`src/design/atp_pkg.sv`:
```
`timescale 1ns / 1ps
// Shared types and fixed-point constants for the atan2 polynomial pipeline.
// No dependencies; used by every module of the block.

package atp_pkg;

    // Quotient width of the ratio min/max in Q1.15 (holds 1.0 exactly)
    localparam int Q_BITS     = 16;
    // Quotient bits resolved per divider stage and number of divider stages
    localparam int DIV_STEPS  = 3;
    localparam int DIV_STAGES = 5;

    // Q.15 constants
    localparam logic [15:0] Q15_ONE  = 16'd32768;
    localparam logic [14:0] Q15_PI_4 = 15'd25736;
    localparam logic [16:0] Q15_PI_2 = 17'd51472;
    localparam logic [16:0] Q15_PI   = 17'd102944;
    localparam logic [13:0] Q15_C0   = 14'd8018;
    localparam logic [11:0] Q15_C1   = 12'd2173;

    // Largest output magnitude, pi in Q2.13
    localparam logic [15:0] Q13_PI   = 16'd25736;

    // Octant, quadrant and sign flags that ride along with each transaction
    typedef struct packed {
        logic yneg;
        logic xneg;
        logic swap;
        logic zero;
    } atp_tag_t;

endpackage

```
`src/design/atp_front.sv`:
```
`timescale 1ns / 1ps
// Front end: magnitude/sign split, octant swap and first quotient bit.
// Depends on atp_pkg.

module atp_front #(
    parameter int W = 16
) (
    input  logic                       aclk,
    input  logic                       aresetn,
    input  logic                       in_valid,
    output logic                       in_ready,
    input  logic [W-1:0]               in_y,
    input  logic [W-1:0]               in_x,
    output logic                       out_valid,
    input  logic                       out_ready,
    output logic [W-1:0]               out_rem,
    output logic [W-1:0]               out_mx,
    output logic [atp_pkg::Q_BITS-1:0] out_q,
    output atp_pkg::atp_tag_t          out_tag
);

    logic         v1_reg;
    logic [W-1:0] ay_reg;
    logic [W-1:0] ax_reg;
    logic         yneg_reg;
    logic         xneg_reg;

    logic                       v2_reg;
    logic [W-1:0]               rem_reg;
    logic [W-1:0]               mx_reg;
    logic [atp_pkg::Q_BITS-1:0] q_reg;
    atp_pkg::atp_tag_t          tag_reg;

    logic         rdy1;
    logic         rdy2;
    logic [W-1:0] ay_next;
    logic [W-1:0] ax_next;
    logic         swap;
    logic         eq;
    logic [W-1:0] mn;
    logic [W-1:0] mx;
    logic [W-1:0]               rem_next;
    logic [atp_pkg::Q_BITS-1:0] q_next;
    atp_pkg::atp_tag_t          tag_next;

    assign rdy2     = !v2_reg || out_ready;
    assign rdy1     = !v1_reg || rdy2;
    assign in_ready = rdy1;

    // Most negative value maps to 2^(W-1), still representable unsigned
    assign ay_next = in_y[W-1] ? (~in_y + {{(W-1){1'b0}}, 1'b1}) : in_y;
    assign ax_next = in_x[W-1] ? (~in_x + {{(W-1){1'b0}}, 1'b1}) : in_x;

    always_comb begin
        swap = ay_reg > ax_reg;
        eq   = ay_reg == ax_reg;
        mn   = swap ? ax_reg : ay_reg;
        mx   = swap ? ay_reg : ax_reg;
        // Top quotient bit is set only on the diagonal, where min == max
        q_next        = {{(atp_pkg::Q_BITS-1){1'b0}}, eq};
        rem_next      = eq ? '0 : mn;
        tag_next.yneg = yneg_reg;
        tag_next.xneg = xneg_reg;
        tag_next.swap = swap;
        tag_next.zero = eq && (ay_reg == '0);
    end

    always_ff @(posedge aclk) begin
        if (!aresetn) begin
            v1_reg <= 1'b0;
            v2_reg <= 1'b0;
        end else begin
            if (rdy1) begin
                v1_reg <= in_valid;
            end
            if (rdy2) begin
                v2_reg <= v1_reg;
            end
        end
    end

    always_ff @(posedge aclk) begin
        if (rdy1 && in_valid) begin
            ay_reg   <= ay_next;
            ax_reg   <= ax_next;
            yneg_reg <= in_y[W-1];
            xneg_reg <= in_x[W-1];
        end
        if (rdy2 && v1_reg) begin
            rem_reg <= rem_next;
            mx_reg  <= mx;
            q_reg   <= q_next;
            tag_reg <= tag_next;
        end
    end

    assign out_valid = v2_reg;
    assign out_rem   = rem_reg;
    assign out_mx    = mx_reg;
    assign out_q     = q_reg;
    assign out_tag   = tag_reg;

endmodule

```
`src/design/atp_div_stage.sv`:
```
`timescale 1ns / 1ps
// One stage of the restoring divider: resolves a few quotient bits of min/max.
// Depends on atp_pkg.

module atp_div_stage #(
    parameter int W = 16
) (
    input  logic                       aclk,
    input  logic                       aresetn,
    input  logic                       in_valid,
    output logic                       in_ready,
    input  logic [W-1:0]               in_rem,
    input  logic [W-1:0]               in_mx,
    input  logic [atp_pkg::Q_BITS-1:0] in_q,
    input  atp_pkg::atp_tag_t          in_tag,
    output logic                       out_valid,
    input  logic                       out_ready,
    output logic [W-1:0]               out_rem,
    output logic [W-1:0]               out_mx,
    output logic [atp_pkg::Q_BITS-1:0] out_q,
    output atp_pkg::atp_tag_t          out_tag
);

    logic                       v_reg;
    logic [W-1:0]               rem_reg;
    logic [W-1:0]               mx_reg;
    logic [atp_pkg::Q_BITS-1:0] q_reg;
    atp_pkg::atp_tag_t          tag_reg;

    logic                       rdy;
    logic [W-1:0]               rem_next;
    logic [W-1:0]               sh;
    logic [atp_pkg::Q_BITS-1:0] q_next;

    assign rdy      = !v_reg || out_ready;
    assign in_ready = rdy;

    // Remainder stays below max <= 2^(W-1), so the doubled value fits in W bits
    always_comb begin
        rem_next = in_rem;
        q_next   = in_q;
        sh       = '0;
        for (int i = 0; i < atp_pkg::DIV_STEPS; i++) begin
            sh = {rem_next[W-2:0], 1'b0};
            if (sh >= in_mx) begin
                rem_next = sh - in_mx;
                q_next   = {q_next[atp_pkg::Q_BITS-2:0], 1'b1};
            end else begin
                rem_next = sh;
                q_next   = {q_next[atp_pkg::Q_BITS-2:0], 1'b0};
            end
        end
    end

    always_ff @(posedge aclk) begin
        if (!aresetn) begin
            v_reg <= 1'b0;
        end else if (rdy) begin
            v_reg <= in_valid;
        end
    end

    always_ff @(posedge aclk) begin
        if (rdy && in_valid) begin
            rem_reg <= rem_next;
            mx_reg  <= in_mx;
            q_reg   <= q_next;
            tag_reg <= in_tag;
        end
    end

    assign out_valid = v_reg;
    assign out_rem   = rem_reg;
    assign out_mx    = mx_reg;
    assign out_q     = q_reg;
    assign out_tag   = tag_reg;

endmodule

```
`src/design/atp_poly.sv`:
```
`timescale 1ns / 1ps
// Polynomial arctangent of the Q1.15 ratio plus octant/quadrant/sign repair.
// Four register stages; depends on atp_pkg.

module atp_poly (
    input  logic              aclk,
    input  logic              aresetn,
    input  logic              in_valid,
    output logic              in_ready,
    input  logic [15:0]       in_r,
    input  atp_pkg::atp_tag_t in_tag,
    output logic              out_valid,
    input  logic              out_ready,
    output logic [15:0]       out_angle
);

    logic              v1_reg;
    logic              v2_reg;
    logic              v3_reg;
    logic              v4_reg;
    logic [27:0]       cp_reg;
    logic [31:0]       tp_reg;
    logic [30:0]       lp_reg;
    logic [27:0]       pp_reg;
    logic [14:0]       l_reg;
    logic [16:0]       m_reg;
    logic [15:0]       angle_reg;
    atp_pkg::atp_tag_t tag1_reg;
    atp_pkg::atp_tag_t tag2_reg;
    atp_pkg::atp_tag_t tag3_reg;

    logic        rdy1;
    logic        rdy2;
    logic        rdy3;
    logic        rdy4;
    logic [27:0] cp_next;
    logic [31:0] tp_next;
    logic [30:0] lp_next;
    logic [13:0] c;
    logic [13:0] t;
    logic [27:0] pp_next;
    logic [16:0] m_sum;
    logic [16:0] m_next;
    logic [16:0] m_quad;
    logic [16:0] m_rnd;
    logic [15:0] q13;
    logic [15:0] angle_next;

    assign rdy4     = !v4_reg || out_ready;
    assign rdy3     = !v3_reg || rdy4;
    assign rdy2     = !v2_reg || rdy3;
    assign rdy1     = !v1_reg || rdy2;
    assign in_ready = rdy1;

    // Stage 1: the three products on r
    assign cp_next = {16'd0, atp_pkg::Q15_C1} * {12'd0, in_r};
    assign tp_next = {16'd0, in_r} * {16'd0, atp_pkg::Q15_ONE - in_r};
    assign lp_next = {16'd0, atp_pkg::Q15_PI_4} * {15'd0, in_r};

    // Stage 2: r*(1-r) times the linear correction
    assign c       = atp_pkg::Q15_C0 + {1'b0, cp_reg[27:15]};
    assign t       = tp_reg[28:15];
    assign pp_next = {14'd0, t} * {14'd0, c};

    // Stage 3: first-octant angle, then fold back across the diagonal
    assign m_sum  = {2'b00, l_reg} + {4'd0, pp_reg[27:15]};
    assign m_next = tag2_reg.swap ? (atp_pkg::Q15_PI_2 - m_sum) : m_sum;

    // Stage 4: mirror into the left half-plane, round to Q2.13, apply sign
    always_comb begin
        m_quad = tag3_reg.xneg ? (atp_pkg::Q15_PI - m_reg) : m_reg;
        m_rnd  = m_quad + 17'd2;
        q13    = {1'b0, m_rnd[16:2]};
        if (tag3_reg.zero) begin
            angle_next = '0;
        end else if (tag3_reg.yneg) begin
            angle_next = 16'd0 - q13;
        end else begin
            angle_next = q13;
        end
    end

    always_ff @(posedge aclk) begin
        if (!aresetn) begin
            v1_reg <= 1'b0;
            v2_reg <= 1'b0;
            v3_reg <= 1'b0;
            v4_reg <= 1'b0;
        end else begin
            if (rdy1) begin
                v1_reg <= in_valid;
            end
            if (rdy2) begin
                v2_reg <= v1_reg;
            end
            if (rdy3) begin
                v3_reg <= v2_reg;
            end
            if (rdy4) begin
                v4_reg <= v3_reg;
            end
        end
    end

    always_ff @(posedge aclk) begin
        if (rdy1 && in_valid) begin
            cp_reg   <= cp_next;
            tp_reg   <= tp_next;
            lp_reg   <= lp_next;
            tag1_reg <= in_tag;
        end
        if (rdy2 && v1_reg) begin
            pp_reg   <= pp_next;
            l_reg    <= lp_reg[29:15];
            tag2_reg <= tag1_reg;
        end
        if (rdy3 && v2_reg) begin
            m_reg    <= m_next;
            tag3_reg <= tag2_reg;
        end
        if (rdy4 && v3_reg) begin
            angle_reg <= angle_next;
        end
    end

    assign out_valid = v4_reg;
    assign out_angle = angle_reg;

endmodule

```
`src/design/atan2_poly_approx.sv`:
```
`timescale 1ns / 1ps
// Top level of the four-quadrant atan2 pipeline.
// Depends on atp_pkg, atp_front, atp_div_stage and atp_poly.

// One (y, x) pair is accepted every clock unless the output stalls, and one
// Q2.13 angle leaves per pair, in order. The path runs through two front-end
// stages (magnitude and octant swap), five divider stages of three quotient
// bits each for the low 15 bits of the ratio min/max, and four stages for the
// polynomial multipliers and the angle repair. Every stage has its own valid
// bit and the ready chain lets bubbles close up, so a stalled output does not
// stop intake until the pipeline is full. The origin returns 0.

module atan2_poly_approx #(
    parameter int COORD_WIDTH = 16
) (
    input  logic                  aclk,
    input  logic                  aresetn,
    input  logic                  s_tvalid,
    output logic                  s_tready,
    // s_tdata fields from bit 0 up: coord_y, coord_x, zero padding
    input  logic [((2 * COORD_WIDTH + 7) / 8) * 8 - 1:0] s_tdata,
    output logic                  m_tvalid,
    input  logic                  m_tready,
    // m_tdata fields from bit 0 up: angle
    output logic [15:0]           m_tdata
);

    localparam int W       = COORD_WIDTH;
    localparam int NS      = atp_pkg::DIV_STAGES;

    logic                       valid_c [NS+1];
    logic                       ready_c [NS+1];
    logic [W-1:0]               rem_c   [NS+1];
    logic [W-1:0]               mx_c    [NS+1];
    logic [atp_pkg::Q_BITS-1:0] q_c     [NS+1];
    atp_pkg::atp_tag_t          tag_c   [NS+1];

    atp_front #(
        .W(W)
    ) u_front (
        .aclk     (aclk),
        .aresetn  (aresetn),
        .in_valid (s_tvalid),
        .in_ready (s_tready),
        .in_y     (s_tdata[W-1:0]),
        .in_x     (s_tdata[2*W-1:W]),
        .out_valid(valid_c[0]),
        .out_ready(ready_c[0]),
        .out_rem  (rem_c[0]),
        .out_mx   (mx_c[0]),
        .out_q    (q_c[0]),
        .out_tag  (tag_c[0])
    );

    for (genvar g = 0; g < NS; g++) begin : g_div
        atp_div_stage #(
            .W(W)
        ) u_div (
            .aclk     (aclk),
            .aresetn  (aresetn),
            .in_valid (valid_c[g]),
            .in_ready (ready_c[g]),
            .in_rem   (rem_c[g]),
            .in_mx    (mx_c[g]),
            .in_q     (q_c[g]),
            .in_tag   (tag_c[g]),
            .out_valid(valid_c[g+1]),
            .out_ready(ready_c[g+1]),
            .out_rem  (rem_c[g+1]),
            .out_mx   (mx_c[g+1]),
            .out_q    (q_c[g+1]),
            .out_tag  (tag_c[g+1])
        );
    end

    atp_poly u_poly (
        .aclk     (aclk),
        .aresetn  (aresetn),
        .in_valid (valid_c[NS]),
        .in_ready (ready_c[NS]),
        .in_r     (q_c[NS]),
        .in_tag   (tag_c[NS]),
        .out_valid(m_tvalid),
        .out_ready(m_tready),
        .out_angle(m_tdata)
    );

    // Empty output stage means every stage upstream can take data
    a_ready_when_drained: assert property (@(posedge aclk) disable iff (!aresetn)
        !m_tvalid |-> s_tready)
        else $error("input not ready while output stage is empty");

    a_angle_range: assert property (@(posedge aclk) disable iff (!aresetn)
        m_tvalid |-> ($signed(m_tdata) <= $signed(atp_pkg::Q13_PI)) &&
                     ($signed(m_tdata) >= -$signed(atp_pkg::Q13_PI)))
        else $error("angle outside of -pi..pi");

    a_empty_after_reset: assert property (@(posedge aclk) disable iff (!aresetn)
        $rose(aresetn) |-> !m_tvalid)
        else $error("result valid right after reset");

    a_no_last_remainder_blowup: assert property (@(posedge aclk) disable iff (!aresetn)
        valid_c[NS] && !tag_c[NS].zero |-> (q_c[NS] <= atp_pkg::Q15_ONE))
        else $error("ratio above one out of divider");

endmodule
```
`config.mk`:
```
export PLATFORM = sky130hd
export DESIGN_NAME = atan2_poly_approx
export DESIGN_NICKNAME = d
export VERILOG_FILES = /design/src/design/atp_pkg.sv /design/src/design/atp_front.sv /design/src/design/atp_div_stage.sv /design/src/design/atp_poly.sv /design/src/design/atan2_poly_approx.sv
export SDC_FILE = /design/constraint.sdc
export NUM_CORES = 2
export LEC_CHECK = 0
export BUFFER_PORTS_ARGS = -buffer_cell sky130_fd_sc_hd__clkbuf_2
export CORE_MARGIN = 1.5
export CORE_UTILIZATION = 47
export CTS_CLUSTER_SIZE = 40
export DETAILED_ROUTE_END_ITERATION = 7
export PLACE_DENSITY_LB_ADDON = 0.1
export SYNTH_ARGS = -nofsm -noshare
export SYNTH_HDL_FRONTEND = slang
export SYNTH_SLANG_ARGS = --single-unit
```
`constraint.sdc`:
```
create_clock -name aclk -period 10.4 [get_ports aclk]
set_input_delay 2.08 -clock aclk [delete_from_list [all_inputs] [get_ports aclk]]
set_output_delay 2.08 -clock aclk [all_outputs]
set_load 0.01 [all_outputs]
```
==> results.cfg <==
[run_status]
status = completed

[synth]
synthTopCellsByArea = edfxtp_1 (24%), fa_1 (18%), ha_1 (17%), inv_1 (5.9%), xnor2_1 (3.8%)
synth_largest_area_cell = edfxtp_1
synth_xor_area_share_pct = 5.76
synth_common_cells = inv_1 (734), ha_1 (635), fa_1 (429)
ys.warnings.count = 0
ys_types = 95
synth.avg_cell_area_um2 = 9.82
muxShareOfSynthArea_pct = 3.37
ys_dominant_reg_cell = edfxtp_1
synth_top_family_by_area = adder cells
synth_top_area_share_pct = 24.1
syn_nets = 5894
synth_seq_cells = 389
netlist_area_um2 = 47100
synth_edf_count = 378
yosys.area_share.simple_pct = 13.2
synth.most_common_cell = inv_1
synthCells = 4794
synth-compound-area-share_pct = 11.2
synth.yosys.seq_area_share_pct = 24.6
synthArstFlopShare_pct = 0
synthAdderAreaFrac_pct = 35.1

[floorplanning]
dieWidth_um = 320
start_util_pct = 47.6
die_y_um = 320
core_um2 = 98900
die_area_um2 = 102000
rows = 115
pin_count = 54

[setup_path]
crit_type = reg2reg
reg2reg_depth = 29
critical_path.startpoint = u_front.out_mx[0]
slowest_stage = or4_1
startpoint_type = flop
r2r_slack_ns = 1.44
worstPathRequired_ns = 10.75
crit_end = g_div[0].u_div.out_rem[14]
crit_path_frequent_cell = inv_1
crit_path_max_incr_delay_ns = 0.57
critPathMaxFanout = 23
worstSetupEndpointType = flop
arrival_ns = 9.32
r2r-start = u_front.out_mx[0]
r2r_end = g_div[0].u_div.out_rem[14]

[global_routing]
grt_pass1_wl_um = 181000
antenna_found_initial = 0
grtUsageTotal_pct = 22.0
grt_max_degree = 49
grt_pass1_vias = 33711
grt_overflow = 0

[placement]
io_buffers = 53
globalplace.congestion = 0.888
place_area_um2 = 49000
dp_hpwl_um = 87600

[timing]
fmax_ghz = 0.112
finalSetupViolations = 0
tns_ns = 0
clock_skew_ns = 0.0241
hold-worst-slack_ns = 0.400
slew-limit-headroom_pct = 21.7
tightest_slew_ns = 1.17
period_needed_ns = 8.96
min_period_over_period_pct = 86.2
grt_setup_unrepaired = no
finalMaxSlewViolations = 0
final_hold_viol_count = 0

[detailed_routing]
drc = 0
first_pass_iters = 5
drt_iter0_drc = 1718
viasPerCell = 5.37
dr_total_vias = 33071
wl_um = 109000
ant_nets = 0
routedWlPerCell_um = 17.7

[power_and_ir_drop]
p_per_area_nw_per_um2 = 102
p_clk_share_pct = 31.4
comb_power_share_pct = 32.8
pwr-share-seq_pct = 35.9
power.switching_mw = 1.64
ir_drop_mv = 0.132
leakagePower_nw = 22.9
p_int_mw = 3.52
swShare_pct = 31.8

[finish]
syn2layout_area_growth_pct = 7.31
n_antenna_cell = 0
drive_gt1_share_pct = 7.51
largest_reg_flops = 64
fin_nets = 5939
final_area_um2 = 50500

[job]
drv_cap = 0

[worst_hold_path]
min_path_type = reg2reg

[clocking]
cts_resized = 0
clk_latency_ns = 0.60
h-tree-depth = 2
cts_buffers = 47
cts_root_buf = clkbuf_16
cts_setup_buffers = 0
hold_buffers = 0
cts.sinks = 389
clk_pin_slew_ns = 0.06
cts_tree = yes
clockBufferDepth = 3
==> layout by cell type (no fill, tap or decap), types with 129 or more instances in the layout <==
cell      instances
a21oi_1         183
edfxtp_1        378
fa_1            429
ha_1            635
inv_1           734
mux2_2          129
nand2_1         307
nand2b_1        144
nor2_1          305
o21ai_0         186
xnor2_1         205
==> kinds of logic (layout without fill, tap and decap cells) <==
logic type,count (synthesis),in the layout
AO/OA/AOI/OAI,800,800
XOR/XNOR,307,307
adder cells (fa/ha/maj),1064,1064
buffers and inverters,845,924
flip-flops,389,389
multiplexers,142,142
other,1,1
AND/OR/NAND/NOR,1246,1246
==> routing by layer <==
metal	part of all wire (%)	up-vias	global-route usage (%)
met5	0	-	0
met4	1.6	0	4.38
met3	2.7	109	1.65
met2	47	456	36.9
met1	49	16118	31.2
li1	-	16388	-
==> power by group through the flow <==
stage | clock network [mW] | registers [mW] | logic, mW
CTS | 1.67 | 1.85 | 1.70
finish | 1.62 | 1.85 | 1.69
global placement | 0 | 1.89 | 1.68
floorplan | 0 | 1.87 | 1.30
detailed placement | 0 | 1.89 | 1.69
global route | 1.73 | 1.86 | 1.92
==> worst max-delay path: cells and delay by family, from the launching register on <==
family / cells / cell delay (ns)
flops: 1 / 0.54
buf+inv: 4 / 1.08
simple gates: 3 / 1.19
fa+ha+maj: 3 / 1.03
mux: 2 / 0.74
compound gates: 17 / 4.15
==> area by class of cell <==
cell class                 count  area (um2)
inverter                     739        2770
clock buffer                  56        1230
tap                         1287        1610
clock inverter                27         279
fill                        9164       48300
timing repair buffer         102         633
multi-input combinational   3560       32400
sequential                   389       11600
==> worst min path at each step <==
stage,slack [ns],from,end,cells past startpoint
3_3_place_gp,0.40,g_div[4].u_div.out_tag[2],u_poly.tag1_reg[2],0
3_5_place_dp,0.40,u_front.out_tag[0],g_div[0].u_div.out_tag[0],0
5_1_grt,0.42,u_poly.tag2_reg[2],u_poly.tag3_reg[2],0
4_1_cts,0.40,g_div[3].u_div.out_q[8],g_div[4].u_div.out_q[11],0
2_1_floorplan,0.40,u_front.out_q[0],g_div[0].u_div.out_q[3],0
6_report,0.40,g_div[3].u_div.out_q[8],g_div[4].u_div.out_q[11],0
==> through the flow <==
step | setup WS [ns] | cells | util (%) | total power [mW]
after floorplan | 2.48 | 4794 | - | 3.17
after global placement | 1.77 | 6077 | 49.6 | 3.57
after detailed placement | 1.49 | 6077 | 49.6 | 3.57
after CTS | 1.45 | 6160 | 51.1 | 5.23
after global routing | 0.588 | 6160 | 51.1 | 5.51
final | 1.44 | 6160 | 51.1 | 5.17
Power figures use the tool's default switching activity.
